## src/hdl/sle_pkg.sv

```systemverilog
// Shared constants, codes and the result record of the sequential list engine.
// No dependencies; every other file of the block refers to it by scoped names.
package sle_pkg;

	localparam int DEPTH_DEF      = 32;
	localparam int ELEM_WIDTH_DEF = 32;

	localparam int MODE_W   = 2;
	localparam int POS_IN_W = 6;
	localparam int DATA_W   = 32;
	localparam int STATUS_W = 2;
	localparam int POS_W    = 5;
	localparam int COUNT_W  = 6;

	localparam logic [MODE_W-1:0] MODE_INSERT   = 2'd0;
	localparam logic [MODE_W-1:0] MODE_SEARCH   = 2'd1;
	localparam logic [MODE_W-1:0] MODE_DELETE   = 2'd2;
	localparam logic [MODE_W-1:0] MODE_TRAVERSE = 2'd3;

	localparam logic [STATUS_W-1:0] ST_OK       = 2'd0;
	localparam logic [STATUS_W-1:0] ST_BAD_POS  = 2'd1;
	localparam logic [STATUS_W-1:0] ST_NOT_FOUND = 2'd2;
	localparam logic [STATUS_W-1:0] ST_EMPTY    = 2'd3;

	typedef struct packed {
		logic [STATUS_W-1:0] status;
		logic [POS_W-1:0]    position;
		logic [DATA_W-1:0]   element;
		logic [COUNT_W-1:0]  count;
		logic                last;
	} result_t;

endpackage

```

## src/hdl/sle_mem.sv

```systemverilog
// Entry store of the list: one write port and one read port, read data registered.
// Depends on sle_pkg for default sizes only.
module sle_mem #(
	parameter int DEPTH      = sle_pkg::DEPTH_DEF,
	parameter int ELEM_WIDTH = sle_pkg::ELEM_WIDTH_DEF,
	localparam int AW        = (DEPTH > 1) ? $clog2(DEPTH) : 1
) (
	input  logic                  clk,
	input  logic                  rd_en,
	input  logic [AW-1:0]         rd_addr,
	output logic [ELEM_WIDTH-1:0] rd_data,
	input  logic                  wr_en,
	input  logic [AW-1:0]         wr_addr,
	input  logic [ELEM_WIDTH-1:0] wr_data
);

	logic [ELEM_WIDTH-1:0] mem [DEPTH];

	always_ff @(posedge clk) begin
		if (wr_en) begin
			mem[wr_addr] <= wr_data;
		end
	end

	always_ff @(posedge clk) begin
		if (rd_en) begin
			rd_data <= mem[rd_addr];
		end
	end

endmodule

```

## src/hdl/sle_out.sv

```systemverilog
// Output register of the result channel; parts the sequencer from the consumer.
// Depends on sle_pkg for the result record.
module sle_out (
	input  logic                         clk,
	input  logic                         arst_n,
	input  logic                         push,
	input  sle_pkg::result_t             push_res,
	output logic                         out_ready,
	output logic                         out_valid,
	input  logic                         out_stall,
	output logic [sle_pkg::STATUS_W-1:0] status,
	output logic [sle_pkg::POS_W-1:0]    position_out,
	output logic [sle_pkg::DATA_W-1:0]   element_out,
	output logic [sle_pkg::COUNT_W-1:0]  count,
	output logic                         last
);

	logic             out_valid_q;
	sle_pkg::result_t res_q;

	assign out_ready = !out_valid_q || !out_stall;

	always_ff @(posedge clk or negedge arst_n) begin
		if (!arst_n) begin
			out_valid_q <= 1'b0;
		end else if (out_ready) begin
			out_valid_q <= push;
		end
	end

	always_ff @(posedge clk) begin
		if (out_ready && push) begin
			res_q <= push_res;
		end
	end

	assign out_valid    = out_valid_q;
	assign status       = res_q.status;
	assign position_out = res_q.position;
	assign element_out  = res_q.element;
	assign count        = res_q.count;
	assign last         = res_q.last;

endmodule

```

## src/hdl/sle_ctrl.sv

```systemverilog
// Operation sequencer: walks the entry store one address a cycle to shift, scan and emit;
// emitting waits on out_ready. Depends on sle_pkg; drives sle_mem and feeds sle_out.
module sle_ctrl #(
	parameter int DEPTH      = sle_pkg::DEPTH_DEF,
	parameter int ELEM_WIDTH = sle_pkg::ELEM_WIDTH_DEF,
	localparam int AW        = (DEPTH > 1) ? $clog2(DEPTH) : 1,
	localparam int CW        = $clog2(DEPTH + 1)
) (
	input  logic                         clk,
	input  logic                         arst_n,
	input  logic                         in_valid,
	output logic                         in_stall,
	input  logic [sle_pkg::MODE_W-1:0]   mode,
	input  logic [sle_pkg::POS_IN_W-1:0] position_in,
	input  logic [sle_pkg::DATA_W-1:0]   element_value,
	input  logic [sle_pkg::DATA_W-1:0]   search_key,
	input  logic [sle_pkg::DATA_W-1:0]   key_mask,
	input  logic                         out_ready,
	output logic                         push,
	output sle_pkg::result_t             push_res,
	output logic                         rd_en,
	output logic [AW-1:0]                rd_addr,
	input  logic [ELEM_WIDTH-1:0]        rd_data,
	output logic                         wr_en,
	output logic [AW-1:0]                wr_addr,
	output logic [ELEM_WIDTH-1:0]        wr_data
);

	localparam int XW = (CW > sle_pkg::POS_IN_W) ? CW : sle_pkg::POS_IN_W;

	localparam logic [2:0] S_IDLE = 3'd0;
	localparam logic [2:0] S_INS  = 3'd1;
	localparam logic [2:0] S_SCAN = 3'd2;
	localparam logic [2:0] S_TOUT = 3'd3;
	localparam logic [2:0] S_EMIT = 3'd4;

	logic [2:0]                  state_q;
	logic [CW-1:0]               count_q;
	logic                        del_q;
	logic [CW-1:0]               pos_q;
	logic [ELEM_WIDTH-1:0]       val_q;
	logic [sle_pkg::DATA_W-1:0]  key_q;
	logic [CW-1:0]               rp_q;
	logic                        rv_s1;
	logic [AW-1:0]               ra_s1;
	logic                        found_q;
	logic [AW-1:0]               hit_idx_q;
	logic [ELEM_WIDTH-1:0]       hit_q;
	logic [CW-1:0]               tp_q;
	sle_pkg::result_t            res_q;

	logic [CW-1:0] rp_m1;
	logic [CW-1:0] rp_p1;
	logic [CW-1:0] tp_p1;
	logic [CW-1:0] cnt_inc;
	logic [CW-1:0] cnt_dec;
	logic          bad_pos;
	logic          match;
	logic          hit_now;
	logic          ins_rd;
	logic          ins_fin;
	logic          scan_done;
	logic          trav_last;

	function automatic sle_pkg::result_t make_res(
		logic [sle_pkg::STATUS_W-1:0] st,
		logic [sle_pkg::POS_W-1:0]    pos,
		logic [sle_pkg::DATA_W-1:0]   el,
		logic [sle_pkg::COUNT_W-1:0]  cnt,
		logic                         lst
	);
		sle_pkg::result_t r;
		r.status   = st;
		r.position = pos;
		r.element  = el;
		r.count    = cnt;
		r.last     = lst;
		return r;
	endfunction

	assign rp_m1     = rp_q - CW'(1);
	assign rp_p1     = rp_q + CW'(1);
	assign tp_p1     = tp_q + CW'(1);
	assign cnt_inc   = count_q + CW'(1);
	assign cnt_dec   = count_q - CW'(1);
	assign bad_pos   = (XW'(position_in) > XW'(count_q)) || (count_q == CW'(DEPTH));
	assign match     = ((rd_data ^ ELEM_WIDTH'(key_q)) & ELEM_WIDTH'(key_mask)) == '0;
	assign hit_now   = (state_q == S_SCAN) && rv_s1 && !found_q && match;
	assign ins_rd    = rp_q > pos_q;
	assign ins_fin   = !ins_rd && !rv_s1;
	assign scan_done = (rp_q == count_q) && !rv_s1;
	assign trav_last = tp_p1 == count_q;
	assign in_stall  = state_q != S_IDLE;

	always_comb begin
		rd_en    = 1'b0;
		rd_addr  = rp_q[AW-1:0];
		wr_en    = 1'b0;
		wr_addr  = ra_s1 + AW'(1);
		wr_data  = rd_data;
		push     = 1'b0;
		push_res = res_q;
		unique case (state_q)
			S_IDLE: begin
				if (in_valid && mode == sle_pkg::MODE_TRAVERSE && count_q != '0) begin
					rd_en   = 1'b1;
					rd_addr = '0;
				end
			end
			S_INS: begin
				if (rv_s1) begin
					wr_en = 1'b1;
				end
				if (ins_rd) begin
					rd_en   = 1'b1;
					rd_addr = rp_m1[AW-1:0];
				end else if (!rv_s1) begin
					wr_en   = 1'b1;
					wr_addr = pos_q[AW-1:0];
					wr_data = val_q;
				end
			end
			S_SCAN: begin
				rd_en = (rp_q < count_q) && !(!del_q && hit_now);
				if (rv_s1 && found_q) begin
					wr_en   = 1'b1;
					wr_addr = ra_s1 - AW'(1);
				end
			end
			S_TOUT: begin
				push     = 1'b1;
				push_res = make_res(sle_pkg::ST_OK, sle_pkg::POS_W'(tp_q),
					sle_pkg::DATA_W'(rd_data), sle_pkg::COUNT_W'(count_q), trav_last);
				if (out_ready && !trav_last) begin
					rd_en   = 1'b1;
					rd_addr = tp_p1[AW-1:0];
				end
			end
			S_EMIT: begin
				push = 1'b1;
			end
			default: begin
			end
		endcase
	end

	always_ff @(posedge clk or negedge arst_n) begin
		if (!arst_n) begin
			state_q <= S_IDLE;
			count_q <= '0;
			rv_s1   <= 1'b0;
			found_q <= 1'b0;
		end else begin
			rv_s1 <= rd_en;
			unique case (state_q)
				S_IDLE: begin
					if (in_valid) begin
						unique case (mode)
							sle_pkg::MODE_INSERT: begin
								state_q <= bad_pos ? S_EMIT : S_INS;
							end
							sle_pkg::MODE_SEARCH, sle_pkg::MODE_DELETE: begin
								found_q <= 1'b0;
								state_q <= (count_q == '0) ? S_EMIT : S_SCAN;
							end
							default: begin
								state_q <= (count_q == '0) ? S_EMIT : S_TOUT;
							end
						endcase
					end
				end
				S_INS: begin
					if (ins_fin) begin
						count_q <= cnt_inc;
						state_q <= S_EMIT;
					end
				end
				S_SCAN: begin
					if (hit_now) begin
						found_q <= 1'b1;
						if (!del_q) begin
							state_q <= S_EMIT;
						end
					end else if (scan_done) begin
						if (found_q) begin
							count_q <= cnt_dec;
						end
						state_q <= S_EMIT;
					end
				end
				S_TOUT: begin
					if (out_ready && trav_last) begin
						state_q <= S_IDLE;
					end
				end
				S_EMIT: begin
					if (out_ready) begin
						state_q <= S_IDLE;
					end
				end
				default: begin
					state_q <= S_IDLE;
				end
			endcase
		end
	end

	always_ff @(posedge clk) begin
		ra_s1 <= rd_addr;
		unique case (state_q)
			S_IDLE: begin
				pos_q <= CW'(position_in);
				val_q <= ELEM_WIDTH'(element_value);
				key_q <= search_key;
				del_q <= mode == sle_pkg::MODE_DELETE;
				rp_q  <= (mode == sle_pkg::MODE_INSERT) ? count_q : '0;
				tp_q  <= '0;
				if (mode == sle_pkg::MODE_INSERT) begin
					res_q <= make_res(sle_pkg::ST_BAD_POS, '0, '0,
						sle_pkg::COUNT_W'(count_q), 1'b1);
				end else begin
					res_q <= make_res(sle_pkg::ST_EMPTY, '0, '0,
						sle_pkg::COUNT_W'(count_q), 1'b1);
				end
			end
			S_INS: begin
				if (ins_rd) begin
					rp_q <= rp_m1;
				end
				if (ins_fin) begin
					res_q <= make_res(sle_pkg::ST_OK, sle_pkg::POS_W'(pos_q), '0,
						sle_pkg::COUNT_W'(cnt_inc), 1'b1);
				end
			end
			S_SCAN: begin
				if (rd_en) begin
					rp_q <= rp_p1;
				end
				if (hit_now) begin
					hit_idx_q <= ra_s1;
					hit_q     <= rd_data;
					res_q     <= make_res(sle_pkg::ST_OK, sle_pkg::POS_W'(ra_s1),
						sle_pkg::DATA_W'(rd_data), sle_pkg::COUNT_W'(count_q), 1'b1);
				end else if (scan_done) begin
					if (found_q) begin
						res_q <= make_res(sle_pkg::ST_OK, sle_pkg::POS_W'(hit_idx_q),
							sle_pkg::DATA_W'(hit_q), sle_pkg::COUNT_W'(cnt_dec), 1'b1);
					end else begin
						res_q <= make_res(sle_pkg::ST_NOT_FOUND, '0, '0,
							sle_pkg::COUNT_W'(count_q), 1'b1);
					end
				end
			end
			S_TOUT: begin
				if (out_ready && !trav_last) begin
					tp_q <= tp_p1;
				end
			end
			default: begin
			end
		endcase
	end

	a_no_same_entry: assert property (@(posedge clk) disable iff (!arst_n)
		(wr_en && rd_en) |-> (wr_addr != rd_addr))
		else $error("read and write hit the same entry in one cycle");

	a_scan_write_after_hit: assert property (@(posedge clk) disable iff (!arst_n)
		(state_q == S_SCAN && wr_en) |-> (found_q && del_q))
		else $error("entry moved during a scan before a delete hit");

	a_count_change: assert property (@(posedge clk) disable iff (!arst_n)
		!$stable(count_q) |-> ($past(state_q) == S_INS || $past(state_q) == S_SCAN))
		else $error("entry count changed outside insert or delete");

	a_trav_advance: assert property (@(posedge clk) disable iff (!arst_n)
		(state_q == S_TOUT && out_ready && !trav_last)
			|=> (state_q == S_TOUT && tp_q == $past(tp_p1)))
		else $error("traverse did not advance after a transfer");

endmodule

```

## src/hdl/sequential_list_engine_top.sv

```systemverilog
// Top level of the sequential list engine: mask register, sequencer, entry store, output stage.
// Depends on sle_pkg, sle_mem, sle_ctrl and sle_out.
//
// channel   direction  handshake            payload
// in        input      in_valid / in_stall   mode, position_in, element_value, search_key
// out       output     out_valid / out_stall status, position_out, element_out, count, last
// cfg       input      cfg_valid / cfg_ready cfg_data (key_mask)
//
// Insert moves entries from position to the end up by one, then writes the element;
// a bad position or a full list is rejected. Search scans from entry 0 to a hit, delete
// to the end, moving later entries down; an empty list is not scanned. Traverse gives one
// result a cycle unless out stalls; one read and one write port move one entry per cycle.
// Reset clears the entry count and sets key_mask to all ones; entries are not cleared.
// A stall on out holds the result and the traverse walk; in is stalled while an operation runs.
module sequential_list_engine_top #(
	parameter int DEPTH      = sle_pkg::DEPTH_DEF,
	parameter int ELEM_WIDTH = sle_pkg::ELEM_WIDTH_DEF
) (
	input  logic                         clk,
	input  logic                         arst_n,
	input  logic                         in_valid,
	output logic                         in_stall,
	input  logic [sle_pkg::MODE_W-1:0]   mode,
	input  logic [sle_pkg::POS_IN_W-1:0] position_in,
	input  logic [sle_pkg::DATA_W-1:0]   element_value,
	input  logic [sle_pkg::DATA_W-1:0]   search_key,
	output logic                         out_valid,
	input  logic                         out_stall,
	output logic [sle_pkg::STATUS_W-1:0] status,
	output logic [sle_pkg::POS_W-1:0]    position_out,
	output logic [sle_pkg::DATA_W-1:0]   element_out,
	output logic [sle_pkg::COUNT_W-1:0]  count,
	output logic                         last,
	input  logic                         cfg_valid,
	output logic                         cfg_ready,
	input  logic [sle_pkg::DATA_W-1:0]   cfg_data
);

	localparam int AW = (DEPTH > 1) ? $clog2(DEPTH) : 1;

	logic [sle_pkg::DATA_W-1:0] key_mask_q;
	logic                       out_ready;
	logic                       push;
	sle_pkg::result_t           push_res;
	logic                       rd_en;
	logic [AW-1:0]              rd_addr;
	logic [ELEM_WIDTH-1:0]      rd_data;
	logic                       wr_en;
	logic [AW-1:0]              wr_addr;
	logic [ELEM_WIDTH-1:0]      wr_data;

	assign cfg_ready = 1'b1;

	always_ff @(posedge clk or negedge arst_n) begin
		if (!arst_n) begin
			key_mask_q <= '1;
		end else if (cfg_valid && cfg_ready) begin
			key_mask_q <= cfg_data;
		end
	end

	sle_ctrl #(
		.DEPTH      (DEPTH),
		.ELEM_WIDTH (ELEM_WIDTH)
	) u_ctrl (
		.clk           (clk),
		.arst_n        (arst_n),
		.in_valid      (in_valid),
		.in_stall      (in_stall),
		.mode          (mode),
		.position_in   (position_in),
		.element_value (element_value),
		.search_key    (search_key),
		.key_mask      (key_mask_q),
		.out_ready     (out_ready),
		.push          (push),
		.push_res      (push_res),
		.rd_en         (rd_en),
		.rd_addr       (rd_addr),
		.rd_data       (rd_data),
		.wr_en         (wr_en),
		.wr_addr       (wr_addr),
		.wr_data       (wr_data)
	);

	sle_mem #(
		.DEPTH      (DEPTH),
		.ELEM_WIDTH (ELEM_WIDTH)
	) u_mem (
		.clk     (clk),
		.rd_en   (rd_en),
		.rd_addr (rd_addr),
		.rd_data (rd_data),
		.wr_en   (wr_en),
		.wr_addr (wr_addr),
		.wr_data (wr_data)
	);

	sle_out u_out (
		.clk          (clk),
		.arst_n       (arst_n),
		.push         (push),
		.push_res     (push_res),
		.out_ready    (out_ready),
		.out_valid    (out_valid),
		.out_stall    (out_stall),
		.status       (status),
		.position_out (position_out),
		.element_out  (element_out),
		.count        (count),
		.last         (last)
	);

endmodule
```

## config.mk

```make
export PLATFORM = sky130hd
export DESIGN_NAME = sequential_list_engine_top
export DESIGN_NICKNAME = d
export VERILOG_FILES = /design/src/hdl/sle_pkg.sv /design/src/hdl/sle_mem.sv /design/src/hdl/sle_out.sv /design/src/hdl/sle_ctrl.sv /design/src/hdl/sequential_list_engine_top.sv
export SDC_FILE = /design/constraint.sdc
export NUM_CORES = 2
export LEC_CHECK = 0
export BUFFER_PORTS_ARGS = -buffer_cell sky130_fd_sc_hd__buf_4
export CORE_MARGIN = 1.5
export CORE_UTILIZATION = 55
export CTS_CLUSTER_DIAMETER = 100
export CTS_CLUSTER_SIZE = 10
export DETAILED_ROUTE_END_ITERATION = 6
export GPL_ROUTABILITY_DRIVEN = 1
export PLACE_DENSITY_LB_ADDON = 0.1
export SYNTH_ARGS = -nofsm -noshare
export SYNTH_HDL_FRONTEND = slang
export SYNTH_SLANG_ARGS = --single-unit
```

## constraint.sdc

```tcl
create_clock -name clk -period 6.9 [get_ports clk]
set_clock_uncertainty 0.2 [all_clocks]
set_input_delay 1.035 -clock clk [delete_from_list [all_inputs] [get_ports clk]]
set_output_delay 1.035 -clock clk [all_outputs]
set_load 0.01 [all_outputs]
```

==> results.yml <==
detailed_routing:
  dr.pass1.iters: 7
  ant_nets: 0
  viasPerCell: 7.01
  drt_iter0_drc: 5429
  routed-wl-met2_um: 76400
  drc: 0
  wirelength_um: 166000
  dr_wl_met3_um: 18500
  via_count: 36520
  top_layer: "met5"
  met1_length_um: 65600
  post_drt_wl_per_cell_um: 31.9
critical_path:
  worst_path_most_repeated_cell: "buf_4"
  critPathRequiredTime_ns: 7.12
  crit_chain: "ha_1, and4_1, o21a_1, o31a_1, nor3_2, buf_4, a221oi_1, nand3_1, nor2_4, buf_4"
  cp_max_fo: 42
  crit_path_end_kind: "register"
  critPathLaunchType: "register"
  cpMaxStageDelayCell: "a221oi_1"
  path_class: "register to register"
  cp_data_arrival_time_ns: 5.78
  slowest_delay_ns: 0.98
timing:
  hold_viol: 0
  drv_slew: 0
  setup_slack_ns: 1.35
  period_share: 0.805
  rsz0062_at_grt: "no"
  fin_crit_ns: 5.55
  tightest_slew_ns: 1.40
  tns_ns: 0
  setup_viol: 0
  fmax_mhz: 180
  hold-worst-slack_ns: 0.0839
  slew-limit-headroom: 0.0629
synth:
  avgSynthCellArea_um2: 14.6
  synthCells: 3797
  ys_seq_area_frac: 0.709
  synthArstFlopShare: 0.0334
  synthFlopType: "edfxtp_1"
  synth_cell_types: 88
  yosysTopAreaCellShare: 0.686
  yosysWarningCount: 0
  synth_edf_count: 1267
  synth_fp_nets: 3936
  yosysTopAreaCell: "edfxtp_1"
  ys_seq_elements: 1316
  synth.cell_area_um2: 55400
  synth_area_leaders: "edfxtp_1, o2111ai_1, mux2_2, a21oi_1, nor3_1"
final_layout:
  seq_area_um2: 39300
  fin_util: 0.622
  drive_gt1_frac: 0.194
  fin_cells: 5206
  area.growth.synth_to_final_pct: 12.1
  num-fill-cells: 7308
  antenna_cells: 0
  layout.nets: 4002
  multi_input_area_um2: 14700
placement:
  routabilityCongestion: 0.870
  place_inst: 5008
  io_buffers: 156
  pre_cts_slack_ns: 1.34
  dp_hpwl_um: 95700
clock_tree:
  cts_buffers: 149
  clk_latency_ns: 0.76
  cts_resized: 0
  postCtsSetupBuffers: 0
  cts_root_buffer: "clkbuf_16"
  cts.sinks: 1316
  hold_buffers: 0
  h-tree-depth: 4
  tritoncts: "done"
  clockBufferDepth: 3
  cts.clk_slew.worst_paths_ns: 0.06
global_route:
  grt_overflow: 0
  antenna_found_initial: 4
  grt_pass1_vias: 35548
  grt_max_degree: 179
  grt_pass1_wl_um: 243000
  grt_usage: 0.322
power:
  p_leak_nw: 15.8
  ir_worst_vdd_v: 0.000220
  power_density_nw_per_um2: 254
outcome:
  status: "finished clean"
floorplan:
  initial_core_util: 0.554
  die_x_um: 320
  io_pins: 158
  dieArea_um2: 103000
  rows: 116
  chipHeight_um: 320
  core_um2: 100000
min_path:
  min_path_type: "input pin to asynchronous set/reset pin"
run:
  drv_cap: 0
path summary, 6_finish.rpt:
kind                                         from  cells past startpoint                   end  slack, ns
min in group clk                element_value[19]                      1      u_ctrl.val_q[19]       0.26
max in group asynchronous                  arst_n                      1        key_mask_q[20]       5.95
worst max register to register     u_ctrl.rp_q[3]                     10     u_mem.mem[17][19]       1.35
worst min register to register   u_ctrl.res_q[15]                      2  u_out.element_out[8]       0.32
worst min-delay path                       arst_n                      1     u_ctrl.count_q[2]       0.08
worst max-delay path               u_ctrl.rp_q[3]                     10     u_mem.mem[17][19]       1.35
through the flow:
step | total power [mW] | cell area [µm²]
finish | 15.8 | 62200
global route | 16.2 | 62200
CTS | 15.9 | 62100
detailed placement | 8.94 | 58000
global placement | 8.94 | 58000
floorplan | 8.87 | 55400
cell type report:
cell class	instances	share of cell area
clock buffers	186	0.0639
multi-input cells	2092	0.236
well taps	1298	0.0261
flip-flops and latches	1316	0.632
repair buffers	273	0.0380
inverters	31	0.00195
clock inverters	10	0.00229
Yosys cell counts, types with 16 or more instances:
master,number
nor2_1,66
mux2_2,186
inv_1,26
a22oi_1,16
a22o_1,35
edfxtp_1,1267
buf_4,20
clkbuf_1,207
nand2_1,162
nand3_1,156
nor3_1,264
xnor2_1,20
o2111ai_1,385
o21ai_0,153
a21oi_1,277
nand4_1,134
xor2_1,35
buf_2,84
buf_6,25
nor4_2,30
buf_1,19
ha_1,30
dfstp_2,32
sequential cells by signal, indices dropped and copies added (netlist names), 2 cells and up:
name,flops
u_ctrl.hit_idx_q,5
u_ctrl.res_q,45
u_ctrl.key_q,32
u_ctrl.count_q,6
u_mem.rd_data,32
u_out.position_out,5
u_out.element_out,32
u_ctrl.hit_q,32
u_ctrl.pos_q,6
u_ctrl.val_q,32
key_mask_q,32
u_ctrl.rp_q,6
u_mem.mem,1024
u_out.count,6
u_ctrl.ra_s1,5
u_out.status,2
u_ctrl.state_q,3
u_ctrl.tp_q,6
cells by family after synthesis:
group | synth area share
compound gates | 0.120
xor+xnor | 0.00909
fa+ha+maj | 0.00677
buf+inv | 0.0335
flops | 0.709
mux | 0.0399
other cells | 0.0000676
simple gates | 0.0818
layer usage:
| metal | up-vias | global-route usage |
|---|---|---|
| met5 | - | 0 |
| li1 | 15460 | - |
| met2 | 2351 | 0.492 |
| met1 | 18360 | 0.456 |
| met4 | 2 | 0.121 |
| met3 | 347 | 0.0698 |
critical path: cells and delay by family (launching register included):
kind            cells  cell delay [ns]
compound gates      3             1.57
fa+ha+maj           1             0.40
simple gates        4             1.70
buf+inv             2             0.76
flops               1             0.56
power by group:
part / total [mW] / leakage, nW / internal, mW / switching [mW]
registers: 8.68 / 8.09 / 8.67 / 0.0104
logic: 0.102 / 5.69 / 0.0630 / 0.0384
clock network: 7.01 / 2.00 / 4.03 / 2.98
total: 15.8 / 15.8 / 12.8 / 3.02
cell usage in the layout, fill, tap and decap left out, types with 8 or more instances in the layout:
| cell type | Yosys | routed |
|---|---|---|
| nand4_1 | 134 | 134 |
| nand3_1 | 156 | 152 |
| buf_4 | 20 | 249 |
| clkbuf_1 | 207 | 32 |
| o2111ai_1 | 385 | 385 |
| nor2_1 | 66 | 31 |
| xnor2_1 | 20 | 20 |
| nor4_2 | 30 | 31 |
| clkbuf_16 | 0 | 154 |
| inv_1 | 26 | 26 |
| edfxtp_1 | 1267 | 1267 |
| nand2_1 | 162 | 162 |
| a22oi_1 | 16 | 16 |
| ha_1 | 30 | 30 |
| dfstp_2 | 32 | 32 |
| dfrtp_1 | 12 | 12 |
| a22o_1 | 35 | 35 |
| o21ai_0 | 153 | 153 |
| nor2_4 | 1 | 36 |
| a21o_1 | 9 | 8 |
| buf_12 | 1 | 22 |
| nor3_1 | 264 | 263 |
| mux2_2 | 186 | 186 |
| xor2_1 | 35 | 35 |
| mux2_1 | 8 | 8 |
| a21oi_1 | 277 | 276 |
Note: power is estimated with default switching activity, not from simulation.
